--- src/rtl/core/assert_macros.svh ---
// Assertion macros shared by the RTL files.
`ifndef ASSERT_MACROS_SVH
`define ASSERT_MACROS_SVH

// Condition holds at every clock edge outside reset.
`define AST_ALWAYS(name, expr, msg) \
    name: assert property (@(posedge i_clk) disable iff (!i_rst_n) (expr)) \
        else $error(msg);

// Antecedent in one cycle implies consequent in the next.
`define AST_NEXT(name, ante, cons, msg) \
    name: assert property (@(posedge i_clk) disable iff (!i_rst_n) (ante) |=> (cons)) \
        else $error(msg);

// Antecedent implies consequent in the same cycle.
`define AST_SAME(name, ante, cons, msg) \
    name: assert property (@(posedge i_clk) disable iff (!i_rst_n) (ante) |-> (cons)) \
        else $error(msg);

`endif

--- src/rtl/core/irpwd_pkg.sv ---
// Types, constants and window helpers for the IR pulse width decoder.
package irpwd_pkg;

    localparam int unsigned TICK_W  = 24;
    localparam int unsigned STAMP_W = 32;
    localparam int unsigned COUNT_W = 6;

    localparam logic [TICK_W-1:0] START_RESET = 24'd144000;
    localparam logic [TICK_W-1:0] ZERO_RESET  = 24'd19200;
    localparam logic [TICK_W-1:0] ONE_RESET   = 24'd48000;
    localparam logic [TICK_W-1:0] TOL_RESET   = 24'd6400;

    localparam logic [COUNT_W-1:0] WORD_BITS = 6'd32;
    localparam logic [COUNT_W-1:0] COUNT_MAX = 6'd63;

    typedef enum logic [1:0] {
        CFG_START = 2'd0,
        CFG_ZERO  = 2'd1,
        CFG_ONE   = 2'd2,
        CFG_TOL   = 2'd3
    } t_cfg_idx;

    typedef struct packed {
        logic              lo_neg;
        logic [TICK_W-1:0] lo;
        logic [TICK_W:0]   hi;
    } t_window;

    function automatic t_window win_calc(input logic [TICK_W-1:0] centre,
                                         input logic [TICK_W-1:0] tol);
        t_window       w;
        logic [TICK_W:0] diff;
        diff     = {1'b0, centre} - {1'b0, tol};
        w.lo_neg = diff[TICK_W];
        w.lo     = diff[TICK_W-1:0];
        w.hi     = {1'b0, centre} + {1'b0, tol};
        return w;
    endfunction

    function automatic logic win_hit(input logic [STAMP_W-1:0] pulse,
                                     input t_window w);
        logic lo_ok;
        logic hi_ok;
        lo_ok = w.lo_neg || (pulse > {{(STAMP_W-TICK_W){1'b0}}, w.lo});
        hi_ok = {{(STAMP_W-TICK_W-1){1'b0}}, w.hi} > pulse;
        return lo_ok && hi_ok;
    endfunction

endpackage

--- src/rtl/core/ir_pulse_width_decoder.sv ---
// An accepted edge word is registered in the input stage, its result word in the
// state stage. Throughput: one edge word per cycle while the result side does not
// stall; the only loop is the state update stage. Window bounds are registered from
// the configuration registers after a write. Synchronous active-low reset clears
// state and handshakes and loads register defaults; no clearing pass is needed.
`include "assert_macros.svh"

module ir_pulse_width_decoder
    import irpwd_pkg::*;
(
    input  logic                i_clk,
    input  logic                i_rst_n,
    input  logic                i_in_valid,
    output logic                o_in_ready,
    input  logic                i_pin_level,
    input  logic [STAMP_W-1:0]  i_timestamp,
    output logic                o_out_valid,
    input  logic                i_out_ready,
    output logic [STAMP_W-1:0]  o_command_word,
    output logic                o_word_ready,
    output logic [COUNT_W-1:0]  o_bits_received,
    output logic                o_completed_now,
    input  logic                i_cfg_valid,
    output logic                o_cfg_ready,
    input  logic [1:0]          i_cfg_index,
    input  logic [TICK_W-1:0]   i_cfg_data
);

    logic [TICK_W-1:0]  r_start_ticks;
    logic [TICK_W-1:0]  r_zero_ticks;
    logic [TICK_W-1:0]  r_one_ticks;
    logic [TICK_W-1:0]  r_tol_ticks;
    t_window            r_win_start;
    t_window            r_win_zero;
    t_window            r_win_one;

    logic               r_in_valid;
    logic               r_level;
    logic [STAMP_W-1:0] r_stamp;

    logic               r_out_valid;
    logic [STAMP_W-1:0] r_last_time;
    logic [COUNT_W-1:0] r_bit_count;
    logic [STAMP_W-1:0] r_shift_word;
    logic               r_ready_flag;
    logic               r_done;

    logic               n_level;
    logic [COUNT_W-1:0] n_bit_count;
    logic [STAMP_W-1:0] n_shift_word;
    logic               n_ready_flag;
    logic               n_done;

    logic               fire;
    logic [STAMP_W:0]   diff;
    logic [STAMP_W-1:0] pulse;
    logic               hit_start;
    logic               hit_zero;
    logic               hit_one;
    logic [COUNT_W-1:0] count_inc;

    // config port
    assign o_cfg_ready = 1'b1;

    always_ff @(posedge i_clk) begin
        if (!i_rst_n) begin
            r_start_ticks <= START_RESET;
            r_zero_ticks  <= ZERO_RESET;
            r_one_ticks   <= ONE_RESET;
            r_tol_ticks   <= TOL_RESET;
            r_win_start   <= win_calc(START_RESET, TOL_RESET);
            r_win_zero    <= win_calc(ZERO_RESET, TOL_RESET);
            r_win_one     <= win_calc(ONE_RESET, TOL_RESET);
        end else begin
            if (i_cfg_valid) begin
                case (t_cfg_idx'(i_cfg_index))
                    CFG_START: r_start_ticks <= i_cfg_data;
                    CFG_ZERO:  r_zero_ticks  <= i_cfg_data;
                    CFG_ONE:   r_one_ticks   <= i_cfg_data;
                    CFG_TOL:   r_tol_ticks   <= i_cfg_data;
                    default:   r_tol_ticks   <= r_tol_ticks;
                endcase
            end
            r_win_start <= win_calc(r_start_ticks, r_tol_ticks);
            r_win_zero  <= win_calc(r_zero_ticks, r_tol_ticks);
            r_win_one   <= win_calc(r_one_ticks, r_tol_ticks);
        end
    end

    // handshake
    assign fire       = r_in_valid && (!r_out_valid || i_out_ready);
    assign o_in_ready = !r_in_valid || fire;

    // pulse measurement and classification
    assign diff      = {1'b0, r_stamp} - {1'b0, r_last_time};
    assign pulse     = (!diff[STAMP_W] && (diff[STAMP_W-1:0] != '0)) ?
                       diff[STAMP_W-1:0] : '1;
    assign hit_start = win_hit(pulse, r_win_start);
    assign hit_zero  = win_hit(pulse, r_win_zero);
    assign hit_one   = win_hit(pulse, r_win_one);
    assign count_inc = (r_bit_count == COUNT_MAX) ? r_bit_count : r_bit_count + 1'b1;
    assign n_level   = r_level;

    always_comb begin
        n_bit_count  = r_bit_count;
        n_shift_word = r_shift_word;
        n_ready_flag = r_ready_flag;
        n_done       = 1'b0;
        if (!n_level) begin
            if (hit_start) begin
                n_bit_count  = '0;
                n_shift_word = '0;
                n_ready_flag = 1'b0;
            end else if (hit_zero) begin
                n_bit_count  = count_inc;
                n_shift_word = {1'b0, r_shift_word[STAMP_W-1:1]};
            end else if (hit_one) begin
                n_bit_count  = count_inc;
                n_shift_word = {1'b1, r_shift_word[STAMP_W-1:1]};
            end
            if (n_bit_count == WORD_BITS) begin
                n_ready_flag = 1'b1;
                n_done       = 1'b1;
            end
        end
    end

    always_ff @(posedge i_clk) begin
        if (!i_rst_n) begin
            r_in_valid <= 1'b0;
        end else if (o_in_ready) begin
            r_in_valid <= i_in_valid;
        end
    end

    always_ff @(posedge i_clk) begin
        if (o_in_ready && i_in_valid) begin
            r_level <= i_pin_level;
            r_stamp <= i_timestamp;
        end
    end

    always_ff @(posedge i_clk) begin
        if (!i_rst_n) begin
            r_out_valid  <= 1'b0;
            r_last_time  <= '0;
            r_bit_count  <= '0;
            r_shift_word <= '0;
            r_ready_flag <= 1'b0;
            r_done       <= 1'b0;
        end else begin
            if (fire) begin
                r_out_valid  <= 1'b1;
                r_last_time  <= r_stamp;
                r_bit_count  <= n_bit_count;
                r_shift_word <= n_shift_word;
                r_ready_flag <= n_ready_flag;
                r_done       <= n_done;
            end else if (i_out_ready) begin
                r_out_valid <= 1'b0;
            end
        end
    end

    // state doubles as the result word; it only moves when the result slot frees
    assign o_out_valid     = r_out_valid;
    assign o_command_word  = r_shift_word;
    assign o_word_ready    = r_ready_flag;
    assign o_bits_received = r_bit_count;
    assign o_completed_now = r_done;

    `AST_ALWAYS(a_done_count, !r_done || (r_ready_flag && (r_bit_count == WORD_BITS)),
                "completion without a full word")
    `AST_ALWAYS(a_ready_past_full, (r_bit_count < WORD_BITS) || r_ready_flag,
                "count past a full word without ready")
    `AST_NEXT(a_rise_no_done, fire && r_level, !r_done,
              "completion on a rising edge")
    `AST_SAME(a_stall_blocks, r_in_valid && r_out_valid && !i_out_ready, !o_in_ready,
              "input taken while both stages are held")

endmodule

--- config.mk ---
export PLATFORM = sky130hd
export DESIGN_NAME = ir_pulse_width_decoder
export DESIGN_NICKNAME = d
export VERILOG_FILES = /design/src/rtl/core/irpwd_pkg.sv /design/src/rtl/core/ir_pulse_width_decoder.sv
export VERILOG_INCLUDE_DIRS = /design/src /design/src/rtl/core
export SDC_FILE = /design/constraint.sdc
export NUM_CORES = 1
export LEC_CHECK = 0
export BUFFER_PORTS_ARGS = -buffer_cell sky130_fd_sc_hd__buf_2
export CORE_ASPECT_RATIO = 1.4
export CORE_MARGIN = 3
export CORE_UTILIZATION = 50
export CTS_BUF_LIST = sky130_fd_sc_hd__clkbuf_8
export DETAILED_ROUTE_END_ITERATION = 7
export PLACE_DENSITY_LB_ADDON = 0.15
export SETUP_SLACK_MARGIN = 0.05
export SLEW_MARGIN = 20
export SYNTH_ARGS = -nofsm -noshare
export SYNTH_HDL_FRONTEND = slang
export SYNTH_SLANG_ARGS = --single-unit
--- constraint.sdc ---
create_clock -name i_clk -period 7.65 [get_ports i_clk]
set_clock_uncertainty 0.15 [all_clocks]
set_input_delay 0.3825 -clock i_clk [delete_from_list [all_inputs] [get_ports i_clk]]
set_output_delay 0.3825 -clock i_clk [all_outputs]
set_load 0.03 [all_outputs]
# --- Word-level counts from Yosys, hierarchy flattened ---
# Index checks and enable logic that the tools add are counted.
totals:
  mem_bits_rw: 0
  rom_bits: 0
  output_inout_bits: 43
  latch_bits: 0
  n_memories: 0
  regBits: 353
op_classes:
  div_mod_pow: 0
  n_shift: 0
  n_eq_ne: 5
  addsub: 8
  reduce_logical: 26
  n_lt_le_gt_ge: 6
  n_mux: 15
  bitwise_logic: 1
  multipliers: 0
op_table:
  columns: ["operator", "n"]
  rows:
  - ["2-to-1 mux 32 bit", 4]
  - ["> comparator 25 x 32 -> 1 bit", 3]
  - ["> comparator 32 x 24 -> 1 bit", 3]
  - ["adder 24 x 24 -> 25 bit", 3]
  - ["subtractor 24 x 24 -> 25 bit", 3]
  - ["subtractor 32 x 32 -> 33 bit", 1]
  - ["nonzero test 32 bit", 1]
  - ["2-to-1 mux 6 bit", 5]
  - ["equality test 6 bit, second input constant", 2]
  - ["AND reduction 2 bit", 5]
  - ["adder 6 x 1 -> 6 bit, second input constant", 1]
  - ["logical AND 1 bit", 6]
  - ["2-to-1 mux 1 bit", 6]
  - ["AND reduction 3 bit", 2]
  - ["logical OR 1 bit", 5]
  - ["equality test 2 bit, second input constant", 2]
  - ["nonzero test 2 bit", 2]
  - ["zero test 1 bit", 3]
  - ["nonzero test 3 bit", 1]
  - ["equality test 2 x 1 -> 1 bit, second input constant", 1]
  - ["zero test 2 bit", 1]
  - ["inverter 1 bit", 1]

# --- Longest topological paths before layout ---
logic_depth:
  word_depth: 14
  mapped_depth: 34
  mapped_depth_nobuf: 31

# --- Least setup slack after synthesis ---
# OpenSTA, ideal clock, no wires.
synth_timing:
  path_kind: "register -> register"
  start: "register r_stamp[0]"
  end: "register r_ready_flag, in the netlist o_word_ready"
  path_buffers: 1
  arrival_ns: 6.729
  synth_period_minus_slack_ns: 6.972
  stages_incl_launch_ff: 33
  setup_slack_ns: 0.678
  required_time_ns: 7.408
  setup_time_ns: 0.092
  path_cell_list: "edfxtp_1 > inv_1 > ha_1 > fa_1 > nor2b_1 > o31ai_1 > a211o_1 > a21oi_1 > a211o_1 > a21oi_1 > o311ai_2 > nor3b_4 > a21oi_1 > clkbuf_1 > and2_1 > inv_1 > ha_1 > a21o_1 > a21o_1 > a21o_1 > a21oi_1 > nor2b_1 > o21ai_0 > nand2b_1 > a2111oi_0 > nand2_1 > nand2_1 > a31o_2 > nor3_1 > o21ai_0 > mux2i_1 > a2111o_1 > o32ai_1"
synth_between:
  elab_chain_cells: 14
  word_cells_on_any_way: 25
  cone_classes: "add/sub: 1; order compare: 6; eq/ne: 1; mux: 6; reduce/logical: 11"
synth_lines:
  columns: ["item", "line", "text"]
  rows:
  - ["start, declared", "ir_pulse_width_decoder.sv:39", "logic [STAMP_W-1:0] r_stamp;"]
  - ["start signal, assigned", "ir_pulse_width_decoder.sv:139", "r_stamp <= i_timestamp;"]
  - ["subtractor 32 x 32 -> 33 bit (*)", "ir_pulse_width_decoder.sv:95", "assign diff = {1'b0, r_stamp} - {1'b0, r_last_time};"]
  - ["nonzero test 32 bit or zero test 1 bit (tied branches)", "ir_pulse_width_decoder.sv:96", "assign pulse = (!diff[STAMP_W] && (diff[STAMP_W-1:0] != '0)) ?"]
  - ["logical AND 1 bit", "ir_pulse_width_decoder.sv:96", null]
  - ["2-to-1 mux 32 bit (*)", "ir_pulse_width_decoder.sv:96", null]
  - ["> comparator 32 x 24 -> 1 bit", "irpwd_pkg.sv:44", "lo_ok = w.lo_neg || (pulse > {{(STAMP_W-TICK_W){1'b0}}, w.lo});"]
  - ["logical OR 1 bit", "irpwd_pkg.sv:44", null]
  - ["logical AND 1 bit", "irpwd_pkg.sv:46", "return lo_ok && hi_ok;"]
  - ["2-to-1 mux 6 bit", "ir_pulse_width_decoder.sv:117", "end else if (hit_one) begin"]
  - ["2-to-1 mux 6 bit", "ir_pulse_width_decoder.sv:114", "end else if (hit_zero) begin"]
  - ["2-to-1 mux 6 bit", "ir_pulse_width_decoder.sv:110", "if (hit_start) begin"]
  - ["2-to-1 mux 6 bit", "ir_pulse_width_decoder.sv:109", "if (!n_level) begin"]
  - ["equality test 6 bit", "ir_pulse_width_decoder.sv:121", "if (n_bit_count == WORD_BITS) begin"]
  - ["nonzero test 2 bit (no line)", null, null]
  - ["AND reduction 3 bit (no line)", null, null]
  - ["end signal, assigned", "ir_pulse_width_decoder.sv:157", "r_ready_flag <= n_ready_flag;"]
  - ["end, declared", "ir_pulse_width_decoder.sv:45", "logic r_ready_flag;"]
# Every way passes the cells marked *; elsewhere a longest branch is shown, timed or not. The select of a mux whose other input is x is not followed.
# A chain may end at the register's enable or synchronous reset.

# --- Final worst setup path ---
layout_timing:
  start: "register r_stamp[5]"
  end: "register r_bit_count[5], in the netlist o_bits_received[5]"
layout_between:
  elab_chain_cells: 11
  word_cells_on_any_way: 21
  cone_classes: "add/sub: 1; order compare: 6; mux: 5; reduce/logical: 9"
layout_lines:
  columns: ["item", "line", "text"]
  rows:
  - ["subtractor 32 x 32 -> 33 bit (*)", "ir_pulse_width_decoder.sv:95", null]
  - ["nonzero test 32 bit or zero test 1 bit (tied branches)", "ir_pulse_width_decoder.sv:96", null]
  - ["logical AND 1 bit", "ir_pulse_width_decoder.sv:96", null]
  - ["2-to-1 mux 32 bit (*)", "ir_pulse_width_decoder.sv:96", null]
  - ["> comparator 32 x 24 -> 1 bit", "irpwd_pkg.sv:44", null]
  - ["logical OR 1 bit", "irpwd_pkg.sv:44", null]
  - ["logical AND 1 bit", "irpwd_pkg.sv:46", null]
  - ["2-to-1 mux 6 bit", "ir_pulse_width_decoder.sv:117", null]
  - ["2-to-1 mux 6 bit", "ir_pulse_width_decoder.sv:114", null]
  - ["2-to-1 mux 6 bit (*)", "ir_pulse_width_decoder.sv:110", null]
  - ["2-to-1 mux 6 bit (*)", "ir_pulse_width_decoder.sv:109", null]
  - ["end signal, assigned", "ir_pulse_width_decoder.sv:155", "r_bit_count <= n_bit_count;"]
  - ["end, declared", "ir_pulse_width_decoder.sv:43", "logic [COUNT_W-1:0] r_bit_count;"]
# Marked as above.

==> flow_summary.ini <==
[flow_run]
maxCapViolCount = 0

[synthesis]
ys.flop_type = dfxtp_1
postSynthCellCount = 2839
yosys_warnings = 0
async_reset_ff_share_pct = 0
synth.net_count = 3222
ys_seq_elements = 350
syn_avg_cell_area_um2 = 8.14
yosysSeqAreaShare_pct = 31.7
mappedNetlistArea_mm2 = 0.0231
yosys.cell_types.count = 84
synth-edff-count = 33

[sta]
fin_crit_sh_pct = 94.3
relSlewSlack_pct = 32.8
hold_ws_ns = 0.0858
period_minus_slack_ns = 7.21
slew_violations = 0
worst_slew_pin_slew_ns = 0.995
hold_violations = 0
rsz0062_at_grt = no
fin_setup_tns_ns = 0
fmax_ghz = 0.139
setup_viol_count_final = 0

[clocking]
cts_max_level = 2
cts_tree = done
numCtsBuffers = 58
insertion_delay_ns = 0.66
cts_buffer_depth = 3
clockRootBuffer = clkbuf_8
path_clk_slew_ns = 0.06
cts.sinks = 350

[setup_path]
path_common_cell = a21o_1
critical_path.startpoint_type = flip-flop
crit_start = r_stamp[5]
rr_startpoint = r_stamp[5]
ff2ff_path_depth = 31
required_ns = 8.08
cp-end-kind = flip-flop
path_class = reg2reg
r2r_end = o_bits_received[5]
endpoint = o_bits_received[5]
arrival_ns = 7.65
rrSetupSlack_ns = 0.44
slowest_delay_ns = 0.56
slowest_stage = or4_1
path_max_fanout = 19

[drt]
vias_per_cell = 5.58
wl_per_cell_um = 18.6
vias = 20365
final_antenna_net_count = 0
first_pass_iters = 5
drt-initial-drc-count = 1216
drc_errors = 0
wirelength_mm = 67.8

[die]
num_rows = 92
die_h_um = 260
core_region_area_mm2 = 0.0454
die-area_mm2 = 0.0489
ios = 107
start_util_pct = 51.0
fp.dieW_um = 188

[layout]
fillCellCount = 4248
post-route-util_pct = 57.8
area_growth_pct = 13.5
drive_gt1_share_pct = 9.78
stdcell_area_mm2 = 0.0262
layout.cells.non_filler = 3650
final_nets = 3376

[placement]
port_buffers = 105
gp_congestion = 0.920
place_inst = 3479
dpl.hpwl_mm = 52.0
place_area_mm2 = 0.0243

[global_routing]
grt_pass1_wl_mm = 107
grt_antenna_before_repair = 2
grt_pass1_vias = 20458
grt_max_degree = 121
grtUsageTotal_pct = 27.3
grt_overflow_total = 0

[hold_path]
hold_class = in2reg
holdPathStages = 2

[outcome]
status = complete, no violations

[pwr]
power_density_mw_per_mm2 = 193
leakagePower_nw = 11.6
ir_worst_vdd_uv = 137
## timing repair
| item | CTS | global route |
|---|---|---|
| endpoints found under the setup margin | 3 | 39 |
| hold buffers | 60 | 0 |
| buffers inserted | 0 | 5 |
| endpoints found under the hold margin | 131 | 0 |
| resized for setup | 3 | 32 |
| pin swaps | 0 | 5 |
## final cells by class
class	count	area, µm²	share of cell area (%)
Inverter	247	927	3.53
Multi-Input combinational cell	2131	14600	55.5
Timing Repair Buffer	205	1450	5.52
Clock buffer	67	922	3.52
Tap cell	611	764	2.91
Antenna cell	1	2.50	0.00954
Sequential cell	350	7340	28.0
Clock inverter	38	262	0.997
## kinds of logic after synthesis
kind of cell | share of synthesized area [%]
AND/OR/NAND/NOR | 20.4
adder cells (fa/ha/maj) | 17.5
buffers and inverters | 5.90
flip-flops | 31.7
XOR/XNOR | 3.64
other | 0.0162
multiplexers | 0.476
AO/OA/AOI/OAI | 20.3
## sequential cells by signal, summed over array words and instances, names as in the netlist, 32 cells and up
register / cells
r_stamp: 32
r_win_one: 49
r_win_zero: 49
o_command_word: 32
r_win_start: 49
r_last_time: 32
## worst min-delay path by stage
stage                                  to  slack, ns             from
after CTS                 r_win_start[17]       0.03          i_rst_n
after global routing      r_win_start[17]       0.09          i_rst_n
after global placement       o_word_ready       0.30     o_word_ready
after floorplan           r_last_time[10]       0.29  r_last_time[10]
after detailed placement     o_word_ready       0.30     o_word_ready
final                     r_win_start[17]       0.09          i_rst_n
## placed cells by master, fill, tap and decap left out, drive strengths merged, types with 11 or more instances in the layout
cell type,count
nand4,30
nand3,56
or3,24
buf,145
and2,64
o31ai,12
nor3,51
nand2b,40
clkbuf,67
o211ai,16
dfxtp,317
edfxtp,33
nand2,447
a31oi,14
nor2,109
xor2,33
a21boi,73
nor3b,37
inv,264
o21ai,119
nor2b,47
o21bai,31
dlygate4sd3,60
mux2i,11
and3,22
a211oi,14
o21a,24
clkinv,16
a21oi,260
xnor2,63
ha,312
a21o,76
## cells in the mapped netlist, drive strengths merged, types with 51 or more instances
| master | count | share of area (%) |
|---|---|---|
| a21oi | 260 | 5.7 |
| o21ai | 119 | 2.6 |
| a21boi | 73 | 2.4 |
| nor2 | 109 | 1.8 |
| a21o | 76 | 2.5 |
| and2 | 64 | 1.7 |
| dfxtp | 317 | 27 |
| nor3 | 51 | 1.1 |
| inv | 245 | 4.0 |
| clkbuf | 105 | 1.7 |
| xnor2 | 63 | 2.4 |
| nand3 | 56 | 1.2 |
| nand2 | 447 | 7.3 |
| ha | 312 | 17 |
## worst max-delay path: cells and delay by family (launching register included)
family,cells,cell delay (ns)
AO/OA/AOI/OAI,16,2.69
AND/OR/NAND/NOR,9,2.68
multiplexers,1,0.13
flip-flops,1,0.40
buffers and inverters,3,0.53
adder cells (fa/ha/maj),2,0.56
## report_power, final
group          switching (mW)  internal, mW  total (mW)
sequential             0.0659          1.96        2.03
combinational           0.805         0.548        1.35
clock                   0.783         0.903        1.69
total                    1.65          3.41        5.07
## per-stage QoR
step / power, mW / setup slack (ns)
2_1_floorplan: 2.94 / 0.678
3_3_place_gp: 3.33 / 0.175
3_5_place_dp: 3.35 / 0.0535
4_1_cts: 5.08 / 0.115
5_1_grt: 5.34 / 0.0319
6_report: 5.07 / 0.436
## metal layers
layer / global-route usage [%] / routed length (µm) / up-vias
met3: 3.45 / 2650 / 169
met1: 32.5 / 28600 / 9570
met4: 11.3 / 2900 / 2
li1: - / - / 10129
met2: 49.6 / 33700 / 495
met5: 0 / 11 / -
Power figures use the tool's default switching activity.
